==> config.mk <==
export PLATFORM = sky130hd
export DESIGN_NAME = imu_pitch_complementary_filter_top
export DESIGN_NICKNAME = d
export VERILOG_FILES = /design/src/rtl/impcf_pkg.sv /design/src/rtl/imu_pitch_complementary_filter_top.sv /design/src/rtl/impcf_csr.sv /design/src/rtl/impcf_ctrl.sv /design/src/rtl/impcf_dp.sv
export SDC_FILE = /design/constraint.sdc
export NUM_CORES = 2
export LEC_CHECK = 0
export BUFFER_PORTS_ARGS = -buffer_cell sky130_fd_sc_hd__buf_2
export CELL_PAD_IN_SITES_DETAIL_PLACEMENT = 1
export CELL_PAD_IN_SITES_GLOBAL_PLACEMENT = 1
export CORE_ASPECT_RATIO = 1.5
export CORE_MARGIN = 4
export CORE_UTILIZATION = 51
export DETAILED_ROUTE_END_ITERATION = 10
export PLACE_DENSITY_LB_ADDON = 0.25
export SLEW_MARGIN = 15
export SYNTH_ARGS = -nofsm -noshare
export SYNTH_HDL_FRONTEND = slang
export SYNTH_SLANG_ARGS = --single-unit
==> constraint.sdc <==
create_clock -name clock -period 10.5 [get_ports clock]
set_input_delay 0.525 -clock clock [delete_from_list [all_inputs] [get_ports clock]]
set_output_delay 0.525 -clock clock [all_outputs]
set_load 0.03 [all_outputs]
==> src/rtl/impcf_pkg.sv <==
`timescale 1ns / 1ps
// shared types, constants and arithmetic helpers of the pitch complementary filter
package impcf_pkg;

   // configuration register indexes
   localparam logic [1:0] REG_GYRO_GAIN      = 2'd0;
   localparam logic [1:0] REG_KEEP_WEIGHT    = 2'd1;
   localparam logic [1:0] REG_MAGNITUDE_LOW  = 2'd2;
   localparam logic [1:0] REG_MAGNITUDE_HIGH = 2'd3;

   localparam logic [15:0] GYRO_GAIN_RESET      = 16'd640;
   localparam logic [16:0] KEEP_WEIGHT_RESET    = 17'd58982;
   localparam logic [16:0] MAGNITUDE_LOW_RESET  = 17'd8192;
   localparam logic [16:0] MAGNITUDE_HIGH_RESET = 17'd32768;

   localparam int CFG_W      = 17;
   localparam int XY_W       = 36;  // cordic vector, raw << 16 plus growth
   localparam int ANG_W      = 34;  // cordic angle, degrees q24
   localparam int TABLE_LEN  = 24;
   localparam int TABLE_FRAC = 24;
   localparam int PROD_W     = 50;  // 32 x 18 signed product
   localparam int SAT_W      = 35;

   localparam logic [16:0] WEIGHT_ONE = 17'd65536;
   localparam logic signed [ANG_W-1:0] HALF_TURN_Q24 = 34'sd3019898880;

   typedef struct packed {
      logic [15:0] gyro_gain;
      logic [16:0] keep_weight;
      logic [16:0] magnitude_low;
      logic [16:0] magnitude_high;
   } cfg_type;

   typedef struct packed {
      logic capture;
      logic gyro_mul;
      logic gyro_add;
      logic cordic_init;
      logic cordic_step;
      logic angle_round;
      logic mul_keep;
      logic mul_accel;
      logic blend;
      logic load_out;
   } cmd_type;

   typedef struct packed {
      logic in_window;
      logic last_step;
   } status_type;

   // arctan(2^-i) in degrees, q24
   function automatic logic signed [ANG_W-1:0] atan_q24(input logic [4:0] idx);
      logic signed [ANG_W-1:0] v;
      case (idx)
         5'd0:  v = 34'sd754974720;
         5'd1:  v = 34'sd445687602;
         5'd2:  v = 34'sd235489089;
         5'd3:  v = 34'sd119537938;
         5'd4:  v = 34'sd60000934;
         5'd5:  v = 34'sd30029717;
         5'd6:  v = 34'sd15018523;
         5'd7:  v = 34'sd7509719;
         5'd8:  v = 34'sd3754917;
         5'd9:  v = 34'sd1877466;
         5'd10: v = 34'sd938734;
         5'd11: v = 34'sd469367;
         5'd12: v = 34'sd234684;
         5'd13: v = 34'sd117342;
         5'd14: v = 34'sd58671;
         5'd15: v = 34'sd29336;
         5'd16: v = 34'sd14668;
         5'd17: v = 34'sd7334;
         5'd18: v = 34'sd3667;
         5'd19: v = 34'sd1833;
         5'd20: v = 34'sd917;
         5'd21: v = 34'sd458;
         5'd22: v = 34'sd229;
         5'd23: v = 34'sd115;
         default: v = '0;
      endcase
      return v;
   endfunction

   // clamp to the signed 32-bit pitch range
   function automatic logic signed [31:0] sat_pitch(input logic signed [SAT_W-1:0] v);
      logic signed [31:0] r;
      if (v > $signed({{(SAT_W-31){1'b0}}, {31{1'b1}}})) begin
         r = 32'sh7FFFFFFF;
      end else if (v < $signed({{(SAT_W-31){1'b1}}, {31{1'b0}}})) begin
         r = 32'sh80000000;
      end else begin
         r = v[31:0];
      end
      return r;
   endfunction

endpackage

==> src/rtl/imu_pitch_complementary_filter_top.sv <==
`timescale 1ns / 1ps
// top level of the imu pitch complementary filter
//
// Each req transfer carries one raw imu sample and yields exactly one rsp
// transfer holding the updated pitch (degrees, signed q16 by default) and a
// flag telling whether the accelerometer correction was blended in. The block
// works on one sample at a time: a sample that falls outside the magnitude
// window only goes through the gyro step, while one inside the window also
// runs the cordic iterations, one rotation per cycle on a single shift-add
// unit, followed by two passes through the one shared 32 x 18 multiplier. A
// finished result sits in the rsp output register, so the next sample is taken
// while the previous result still waits for rsp_tready. The user must write the
// configuration through the csr port only while the block is idle; the block
// itself does not enforce this. The pitch state resets to zero.
module imu_pitch_complementary_filter_top
   import impcf_pkg::*;
#(
   parameter int CORDIC_STEPS        = 16,  // cordic rotations, 8 to 24
   parameter int ANGLE_FRACTION_BITS = 16   // fraction bits of the pitch, 8 to 20
) (
   input  logic             clock,
   input  logic             reset,
   // sample stream
   input  logic             req_tvalid,
   output logic             req_tready,
   input  logic [63:0]      req_tdata,   // gyro_rate_y, accel_x, accel_y, accel_z
   // result stream
   output logic             rsp_tvalid,
   input  logic             rsp_tready,
   output logic [31:0]      rsp_tdata,   // pitch_angle
   output logic             rsp_tuser,   // correction_applied
   // register writes
   input  logic             csr_we,
   input  logic [1:0]       csr_addr,
   input  logic [CFG_W-1:0] csr_wdata
);

   cfg_type    cfg;
   cmd_type    cmd;
   status_type status;

   // gain, blend weight and magnitude window registers
   impcf_csr u_csr (
      .clock     (clock),
      .reset     (reset),
      .csr_we    (csr_we),
      .csr_addr  (csr_addr),
      .csr_wdata (csr_wdata),
      .cfg       (cfg)
   );

   // sequencer: gyro step, optional cordic and blend, then result hand-off
   impcf_ctrl u_ctrl (
      .clock      (clock),
      .reset      (reset),
      .req_tvalid (req_tvalid),
      .req_tready (req_tready),
      .rsp_tvalid (rsp_tvalid),
      .rsp_tready (rsp_tready),
      .status     (status),
      .cmd        (cmd)
   );

   // arithmetic, pitch state and the output register
   impcf_dp #(
      .CORDIC_STEPS        (CORDIC_STEPS),
      .ANGLE_FRACTION_BITS (ANGLE_FRACTION_BITS)
   ) u_dp (
      .clock     (clock),
      .reset     (reset),
      .cfg       (cfg),
      .cmd       (cmd),
      .req_tdata (req_tdata),
      .status    (status),
      .pitch_out (rsp_tdata),
      .corr_out  (rsp_tuser)
   );

endmodule

==> src/rtl/impcf_csr.sv <==
`timescale 1ns / 1ps
// configuration registers of the pitch filter
module impcf_csr
   import impcf_pkg::*;
(
   input  logic             clock,
   input  logic             reset,
   input  logic             csr_we,
   input  logic [1:0]       csr_addr,
   input  logic [CFG_W-1:0] csr_wdata,
   output cfg_type          cfg
);

   cfg_type cfg_ff;
   cfg_type cfg_in;

   always_comb begin
      cfg_in = cfg_ff;
      if (csr_we) begin
         case (csr_addr)
            REG_GYRO_GAIN:      cfg_in.gyro_gain      = csr_wdata[15:0];
            REG_KEEP_WEIGHT:    cfg_in.keep_weight    = csr_wdata;
            REG_MAGNITUDE_LOW:  cfg_in.magnitude_low  = csr_wdata;
            REG_MAGNITUDE_HIGH: cfg_in.magnitude_high = csr_wdata;
            default:            cfg_in = cfg_ff;
         endcase
      end
   end

   always_ff @(posedge clock) begin
      if (reset) begin
         cfg_ff.gyro_gain      <= GYRO_GAIN_RESET;
         cfg_ff.keep_weight    <= KEEP_WEIGHT_RESET;
         cfg_ff.magnitude_low  <= MAGNITUDE_LOW_RESET;
         cfg_ff.magnitude_high <= MAGNITUDE_HIGH_RESET;
      end else begin
         cfg_ff <= cfg_in;
      end
   end

   assign cfg = cfg_ff;

endmodule

==> src/rtl/impcf_ctrl.sv <==
`timescale 1ns / 1ps
// sequencing state machine of the pitch filter
module impcf_ctrl
   import impcf_pkg::*;
(
   input  logic       clock,
   input  logic       reset,
   input  logic       req_tvalid,
   output logic       req_tready,
   output logic       rsp_tvalid,
   input  logic       rsp_tready,
   input  status_type status,
   output cmd_type    cmd
);

   localparam logic [3:0] S_IDLE        = 4'd0;
   localparam logic [3:0] S_GYRO_MUL    = 4'd1;
   localparam logic [3:0] S_GYRO_ADD    = 4'd2;
   localparam logic [3:0] S_CORDIC_INIT = 4'd3;
   localparam logic [3:0] S_CORDIC_STEP = 4'd4;
   localparam logic [3:0] S_ANGLE_ROUND = 4'd5;
   localparam logic [3:0] S_MUL_KEEP    = 4'd6;
   localparam logic [3:0] S_MUL_ACCEL   = 4'd7;
   localparam logic [3:0] S_BLEND       = 4'd8;
   localparam logic [3:0] S_DONE        = 4'd9;

   logic [3:0] state_ff, state_in;
   logic       rsp_tvalid_ff, rsp_tvalid_in;
   logic       slot_free;

   assign slot_free = !rsp_tvalid_ff || rsp_tready;

   always_comb begin
      state_in = state_ff;
      cmd      = '0;
      case (state_ff)
         S_IDLE: begin
            if (req_tvalid) begin
               cmd.capture = 1'b1;
               state_in    = S_GYRO_MUL;
            end
         end
         S_GYRO_MUL: begin
            cmd.gyro_mul = 1'b1;
            state_in     = S_GYRO_ADD;
         end
         S_GYRO_ADD: begin
            cmd.gyro_add = 1'b1;
            state_in     = status.in_window ? S_CORDIC_INIT : S_DONE;
         end
         S_CORDIC_INIT: begin
            cmd.cordic_init = 1'b1;
            state_in        = S_CORDIC_STEP;
         end
         S_CORDIC_STEP: begin
            cmd.cordic_step = 1'b1;
            if (status.last_step) begin
               state_in = S_ANGLE_ROUND;
            end
         end
         S_ANGLE_ROUND: begin
            cmd.angle_round = 1'b1;
            state_in        = S_MUL_KEEP;
         end
         S_MUL_KEEP: begin
            cmd.mul_keep = 1'b1;
            state_in     = S_MUL_ACCEL;
         end
         S_MUL_ACCEL: begin
            cmd.mul_accel = 1'b1;
            state_in      = S_BLEND;
         end
         S_BLEND: begin
            cmd.blend = 1'b1;
            state_in  = S_DONE;
         end
         S_DONE: begin
            if (slot_free) begin
               cmd.load_out = 1'b1;
               state_in     = S_IDLE;
            end
         end
         default: state_in = S_IDLE;
      endcase
   end

   always_comb begin
      if (cmd.load_out) begin
         rsp_tvalid_in = 1'b1;
      end else if (rsp_tready) begin
         rsp_tvalid_in = 1'b0;
      end else begin
         rsp_tvalid_in = rsp_tvalid_ff;
      end
   end

   always_ff @(posedge clock) begin
      if (reset) begin
         state_ff      <= S_IDLE;
         rsp_tvalid_ff <= 1'b0;
      end else begin
         state_ff      <= state_in;
         rsp_tvalid_ff <= rsp_tvalid_in;
      end
   end

   assign req_tready = (state_ff == S_IDLE);
   assign rsp_tvalid = rsp_tvalid_ff;

   a_accept_starts: assert property (@(posedge clock) disable iff (reset)
      req_tvalid && req_tready |=> state_ff == S_GYRO_MUL)
      else $error("accepted transfer did not start the gyro step");

   a_load_slot_free: assert property (@(posedge clock) disable iff (reset)
      cmd.load_out |-> (!rsp_tvalid_ff || rsp_tready))
      else $error("result register overwritten while still held");

   a_cordic_ends: assert property (@(posedge clock) disable iff (reset)
      state_ff == S_CORDIC_STEP && status.last_step |=> state_ff == S_ANGLE_ROUND)
      else $error("cordic did not stop after its last step");

endmodule

==> src/rtl/impcf_dp.sv <==
`timescale 1ns / 1ps
// datapath: gyro integration, magnitude window, cordic atan2 and blend
module impcf_dp
   import impcf_pkg::*;
#(
   parameter int CORDIC_STEPS        = 16,
   parameter int ANGLE_FRACTION_BITS = 16
) (
   input  logic        clock,
   input  logic        reset,
   input  cfg_type     cfg,
   input  cmd_type     cmd,
   input  logic [63:0] req_tdata,
   output status_type  status,
   output logic [31:0] pitch_out,
   output logic        corr_out
);

   localparam int STEPS_EFF = (CORDIC_STEPS < TABLE_LEN) ? CORDIC_STEPS : TABLE_LEN;
   localparam int ITER_W    = $clog2(STEPS_EFF);
   localparam int RND_SHIFT = TABLE_FRAC - ANGLE_FRACTION_BITS;

   logic signed [15:0] gyro_ff, ax_ff, az_ff;
   logic [16:0]        mag_ff;
   logic signed [31:0] pitch_ff, pitch_in;
   logic               corr_ff;
   logic signed [XY_W-1:0]  x_ff, y_ff;
   logic signed [ANG_W-1:0] ang_ff;
   logic               zero_ff;
   logic [ITER_W-1:0]  iter_ff;
   logic signed [31:0] angle_ff;
   logic signed [PROD_W-1:0] prod_ff, sum_ff;
   logic [31:0]        out_pitch_ff;
   logic               out_corr_ff;

   // input unpacking and l1 magnitude
   logic signed [15:0] in_g, in_ax, in_ay, in_az;
   logic [16:0]        abs_ax, abs_ay, abs_az, mag_new;

   assign in_g  = req_tdata[15:0];
   assign in_ax = req_tdata[31:16];
   assign in_ay = req_tdata[47:32];
   assign in_az = req_tdata[63:48];
   assign abs_ax = in_ax[15] ? 17'd0 - {in_ax[15], in_ax} : {1'b0, in_ax};
   assign abs_ay = in_ay[15] ? 17'd0 - {in_ay[15], in_ay} : {1'b0, in_ay};
   assign abs_az = in_az[15] ? 17'd0 - {in_az[15], in_az} : {1'b0, in_az};
   assign mag_new = abs_ax + abs_ay + abs_az;

   assign status.in_window = (mag_ff > cfg.magnitude_low) && (mag_ff < cfg.magnitude_high);
   assign status.last_step = (iter_ff == ITER_W'(STEPS_EFF - 1));

   // blend weights, keep weight clamped to one
   logic [16:0] keep_w, accel_w;
   assign keep_w  = (cfg.keep_weight > WEIGHT_ONE) ? WEIGHT_ONE : cfg.keep_weight;
   assign accel_w = WEIGHT_ONE - keep_w;

   // shared multiplier
   logic signed [31:0] mul_a;
   logic signed [17:0] mul_b;
   logic signed [PROD_W-1:0] mul_res;

   always_comb begin
      if (cmd.mul_keep) begin
         mul_a = pitch_ff;
         mul_b = $signed({1'b0, keep_w});
      end else if (cmd.mul_accel) begin
         mul_a = angle_ff;
         mul_b = $signed({1'b0, accel_w});
      end else begin
         mul_a = $signed({{16{gyro_ff[15]}}, gyro_ff});
         mul_b = $signed({2'b00, cfg.gyro_gain});
      end
   end
   assign mul_res = mul_a * mul_b;

   // gyro step
   logic signed [PROD_W-1:0] delta;
   logic signed [SAT_W-1:0]  gyro_sum;
   assign delta    = (prod_ff + PROD_W'(128)) >>> 8;
   assign gyro_sum = $signed({{(SAT_W-32){pitch_ff[31]}}, pitch_ff}) + delta[SAT_W-1:0];

   // blend
   logic signed [PROD_W:0]  blend_tot, blend_shr;
   assign blend_tot = $signed({sum_ff[PROD_W-1], sum_ff}) + $signed({prod_ff[PROD_W-1], prod_ff})
                    + $signed((PROD_W+1)'(32768));
   assign blend_shr = blend_tot >>> 16;

   always_comb begin
      pitch_in = pitch_ff;
      if (cmd.gyro_add) begin
         pitch_in = sat_pitch(gyro_sum);
      end else if (cmd.blend) begin
         pitch_in = sat_pitch(blend_shr[SAT_W-1:0]);
      end
   end

   // cordic start: (x, y) = (-ax, az), mirrored into the right half plane
   logic signed [16:0] nax, az17, x0, y0;
   logic               left_half;
   assign nax       = -$signed({ax_ff[15], ax_ff});
   assign az17      = $signed({az_ff[15], az_ff});
   assign left_half = nax < 0;
   assign x0        = left_half ? -nax : nax;
   assign y0        = left_half ? -az17 : az17;

   // one cordic rotation
   logic signed [XY_W-1:0]  xs, ys;
   logic signed [ANG_W-1:0] atan_i;
   assign xs     = x_ff >>> iter_ff;
   assign ys     = y_ff >>> iter_ff;
   assign atan_i = atan_q24(5'(iter_ff));

   logic signed [ANG_W-1:0] ang_rnd;
   assign ang_rnd = (ang_ff + $signed(ANG_W'(1) <<< (RND_SHIFT - 1))) >>> RND_SHIFT;

   always_ff @(posedge clock) begin
      if (reset) begin
         pitch_ff <= '0;
      end else begin
         pitch_ff <= pitch_in;
      end
   end

   always_ff @(posedge clock) begin
      if (cmd.capture) begin
         gyro_ff <= in_g;
         ax_ff   <= in_ax;
         az_ff   <= in_az;
         mag_ff  <= mag_new;
      end
      if (cmd.gyro_mul || cmd.mul_keep || cmd.mul_accel) begin
         prod_ff <= mul_res;
      end
      if (cmd.mul_accel) begin
         sum_ff <= prod_ff;
      end
      if (cmd.gyro_add) begin
         corr_ff <= status.in_window;
      end
      if (cmd.cordic_init) begin
         x_ff    <= $signed({{(XY_W-33){x0[16]}}, x0, 16'd0});
         y_ff    <= $signed({{(XY_W-33){y0[16]}}, y0, 16'd0});
         ang_ff  <= left_half ? ((az17 >= 0) ? HALF_TURN_Q24 : -HALF_TURN_Q24) : '0;
         zero_ff <= (ax_ff == 16'sd0) && (az_ff == 16'sd0);
         iter_ff <= '0;
      end else if (cmd.cordic_step) begin
         if (y_ff > 0) begin
            x_ff   <= x_ff + ys;
            y_ff   <= y_ff - xs;
            ang_ff <= ang_ff + atan_i;
         end else begin
            x_ff   <= x_ff - ys;
            y_ff   <= y_ff + xs;
            ang_ff <= ang_ff - atan_i;
         end
         iter_ff <= iter_ff + 1'b1;
      end
      if (cmd.angle_round) begin
         angle_ff <= zero_ff ? 32'sd0 : ang_rnd[31:0];
      end
      if (cmd.load_out) begin
         out_pitch_ff <= pitch_ff;
         out_corr_ff  <= corr_ff;
      end
   end

   assign pitch_out = out_pitch_ff;
   assign corr_out  = out_corr_ff;

   a_blend_in_window: assert property (@(posedge clock) disable iff (reset)
      cmd.blend |-> corr_ff)
      else $error("blend without an in-window magnitude");

   a_cordic_restart: assert property (@(posedge clock) disable iff (reset)
      cmd.cordic_init |=> iter_ff == '0)
      else $error("cordic step counter not cleared at start");

endmodule

==> metrics.md <==
| Metric | Value |
|---|---|
| Crit path largest cell delay | 660 ps |
| Clock Latency Late Sink | 710 ps |
| Drt via density | 6.06 |
| Number of synthesized flops with an enable pin | 300 |
| Via count | between 40000 and 50000 |
| Multi-input logic area | 0.0395 mm2 |
| Max VDD drop | approximately 0.00022 V |
| Worst path slowest cell | o41ai_1 |
| CTS max path bufs | 3 |
| Max-cap violation count | 0 |
| Leak | 26.0 nW |
| Slew at the pin with the worst max-slew slack | 1140 ps |
| Worst Clk Skew | 86.9 ps |
| Outcome | complete, no violations |
| Maximum number of pins on one net before global-route repair | 81 |
| Mapped Cells | 6214 |
| CTS H-tree depth | 2 |
| Die span in x | 278 um |
| PwrDens | 262 mW/mm2 |
| CP delay by family, top | compound AO/OA/AOI/OAI gates |
| FFs w/ async S/R, synth | 0% |
| Register area | between 0.01 and 0.015 mm2 |
| CP required | 10890 ps |
| Fin nets | 7279 |
| Worst hold path class | in -> reg |
| Final Cycle Share | 96.0% |
| Root Buffer | clkbuf_16 |
| Die height | 412 um |
| Yosys warns | 0 |
| Area grow syn2layout | 7.11% |
| Syn_area_per_cell | 8.95 um2 |
| Endpoint class of the critical path | register |
| Vias in the first global route | 51600 |
| Final setup vio count | 0 |
| Post-Synthesis Cell Area | 0.0556 mm2 |
| First-pass GRT wire length | 284 mm |
| FILL cells | 12700 |
| Overall Global Routing Usage | between 30% and 40% |
| # rows | about 150 |
| Drt wl/cell | between 20 and 25 um |
| Slew headroom | roughly a quarter |
| WL final | 181 mm |
| Total chip power | ~0.016 W |
| Crit path time final | about 10000 ps |
| TritonCTS clock tree | yes |
| # clock sinks | between 400 and 500 |
| Final setup margin | ~420 ps |
| Startpoint class of the critical path | register |
| Crit path buf inv count | 4 |
| Final ANT Viol Nets | 0 |
| Fmax | 99.2 MHz |
| Initial detailed-routing violation count | 2378 |
| Worst-path clk slew | 70 ps |
| Dpl ws | 529 ps |
| Sequential fraction of the synthesis area | between 20% and 30% |
| DRC | 0 |
| Post-Syn Nets | between 7000 and 8000 |
| Ys flop type | edfxtp_1 |
| Total CTS buffers | 52 |
| Setup TNS | 0 ps |
| Cell repeated most along the worst path | fa_1 |
| DRT Pass-1 Iters | 6 |
| RD Place Congestion | 0.947 |
| WS Path Type | reg -> reg |
| Ports | 123 |
| Initial antenna violation count | 3 |
| Layout cell share with drive strength beyond 1 | 7.76% |
| Final Util | 55.0% |
| Final Hold Violating Endpoints | 0 |
| Hold_ws | slightly below 50 ps |
| Yosys reg bits | 470 |
| Final HPWL DP | around 150 mm |
| Unique cell type count in the Yosys netlist | just over 90 |
| Crit path DAT | 10470 ps |
| Core ar. | between 0.1 and 0.15 mm2 |
| RSZ-0062 raised after global routing | no |
| Die area | 0.115 mm2 |
| Crit-path max FO | 13 |
| Pins Over Slew Limit | 0 |
| Grt total ovfl | 0 |
| Initial Util | 51.4% |
| Number of I/O port buffers | 122 |
-- what timing repair did --
item | in CTS | in global routing
setup buffers | 0 | 0
hold endpoints to repair | 3 | 0
hold buffers | 3 | 0
gates resized for setup | 0 | 2
setup endpoints to repair | 0 | 1
-- synthesized netlist by cell type (all sizes together), types with 14 or more instances --
library cell,n,area (um2)
and3,45,287
nand4,44,275
o21a,73,548
nor2b,46,288
ha,421,5270
xor2,184,1620
a211oi,41,308
mux4,87,1980
buf,42,213
a21o,127,953
o21bai,35,263
nand3b,23,173
and2,31,194
nor2,557,2090
or2,28,175
or4,21,158
xnor2,257,2250
o22ai,33,206
fa,542,10900
nand3,95,475
a211o,14,123
a21oi,385,1930
o21ai,264,1330
o41ai,15,139
or3,39,244
nand2b,51,319
inv,769,2890
mux2,35,394
edfxtp,300,9010
mux2i,71,711
o211ai,37,278
nor3,66,330
a22oi,17,128
nand2,781,2930
clkbuf,199,747
nor3b,19,143
nor4,28,203
dfxtp,170,3400
a31oi,58,363
o31ai,37,292
-- worst paths after layout --
| path | from | to | slack, ps | depth (start not counted) |
|---|---|---|---|---|
| hold / removal | req_tdata[57] | u_dp.az_ff[9] | 50 | 1 |
| hold reg to reg | u_dp.corr_ff | u_dp.corr_out | 430 | 0 |
| setup / recovery | u_csr.cfg[36] | u_dp.prod_ff[48] | 420 | 31 |
| setup reg to reg | u_csr.cfg[36] | u_dp.prod_ff[48] | 420 | 31 |
-- power by group --
part / internal (W) / switching (W)
clock: 0.00105 / 0.000889
combinational: 0.00430 / 0.00644
sequential: 0.00252 / 0.000430
total: 0.00787 / 0.00776
-- placed cells by master (no fill, tap or decap), types with 30 or more instances in the layout --
cell       Yosys  routed
nor2_1       556     549
o21ai_0      240     236
inv_1        767     765
o21bai_1      35      35
o21a_1        73      72
nand3_1       95      95
ha_1         421     421
edfxtp_1     300     300
and2_1        31      30
mux4_2        81      81
buf_4          1      76
or3_1         39      39
nand2b_1      51      51
nor3_1        66      66
a21oi_1      385     382
fa_1         542     542
a211oi_1      41      41
a21o_1       127     127
o31ai_1       36      35
nor2b_1       46      46
nand2_1      781     781
mux2i_1       71      71
clkbuf_16      0      54
mux2_2        35      35
dfxtp_1      170     165
o211ai_1      37      37
a31oi_1       58      58
buf_2         20     121
and3_1        44      43
nand4_1       44      44
xor2_1       183     183
xnor2_1      257     257
o22ai_1       33      33
-- state kept, by name, indices dropped and copies added (netlist names), 4 cells and up --
name and count:
u_dp.pitch_out 32, u_ctrl.state_ff 4, u_dp.atan_i 30, u_dp.prod_ff 50
u_dp.pitch_ff 32, u_dp.gyro_ff 16, u_dp.angle_ff 26, u_dp.ax_ff 16
u_dp.iter_ff 4, u_dp.mag_ff 17, u_dp.y_ff 36, u_dp.ang_ff 34
u_dp.x_ff 36, u_dp.az_ff 16, u_dp.sum_ff 50, u_csr.cfg 67
-- stage by stage --
| step | instances | area, um2 |
|---|---|---|
| 2_1_floorplan | 6214 | 55600 |
| 3_3_place_gp | 7596 | 57800 |
| 3_5_place_dp | 7596 | 57800 |
| 4_1_cts | 7697 | 59600 |
| 5_1_grt | 7698 | 59600 |
| 6_report | 7699 | 59600 |
-- logic make-up (layout without fill, tap and decap cells) --
| family | after synthesis | in the layout | share of synthesized area, % |
|---|---|---|---|
| compound gates | 1245 | 1245 | 14.1 |
| xor+xnor | 441 | 441 | 6.96 |
| fa+ha+maj | 963 | 963 | 29.0 |
| buf+inv | 1011 | 1069 | 6.92 |
| flops | 470 | 470 | 22.3 |
| mux | 193 | 193 | 5.55 |
| other cells | 0 | 2 | 0 |
| simple gates | 1891 | 1891 | 15.2 |
-- metal layers --
| layer | global-route usage [%] | vias to the layer above | part of all wire, % | wire length [um] |
|---|---|---|---|---|
| met4 | 20.2 | 2 | 7.9 | 14300 |
| met5 | 0 | - | 0.0072 | 13 |
| met1 | 32.5 | 23700 | 35 | 64100 |
| met3 | 2.99 | 590 | 3.5 | 6410 |
| met2 | 59.7 | 1287 | 53 | 96300 |
| li1 | - | 21100 | - | - |
-- final cells by class --
type                            count  area share [%]
Multi-Input combinational cell   4733            66.3
Sequential cell                   470            20.9
Inverter                          770            4.85
Tap cell                         1425            2.99
Clock buffer                       69            2.45
Timing Repair Buffer              201            2.06
Clock inverter                     29           0.508
Antenna cell                        2         0.00840
Note: power is estimated with default switching activity, not from simulation.
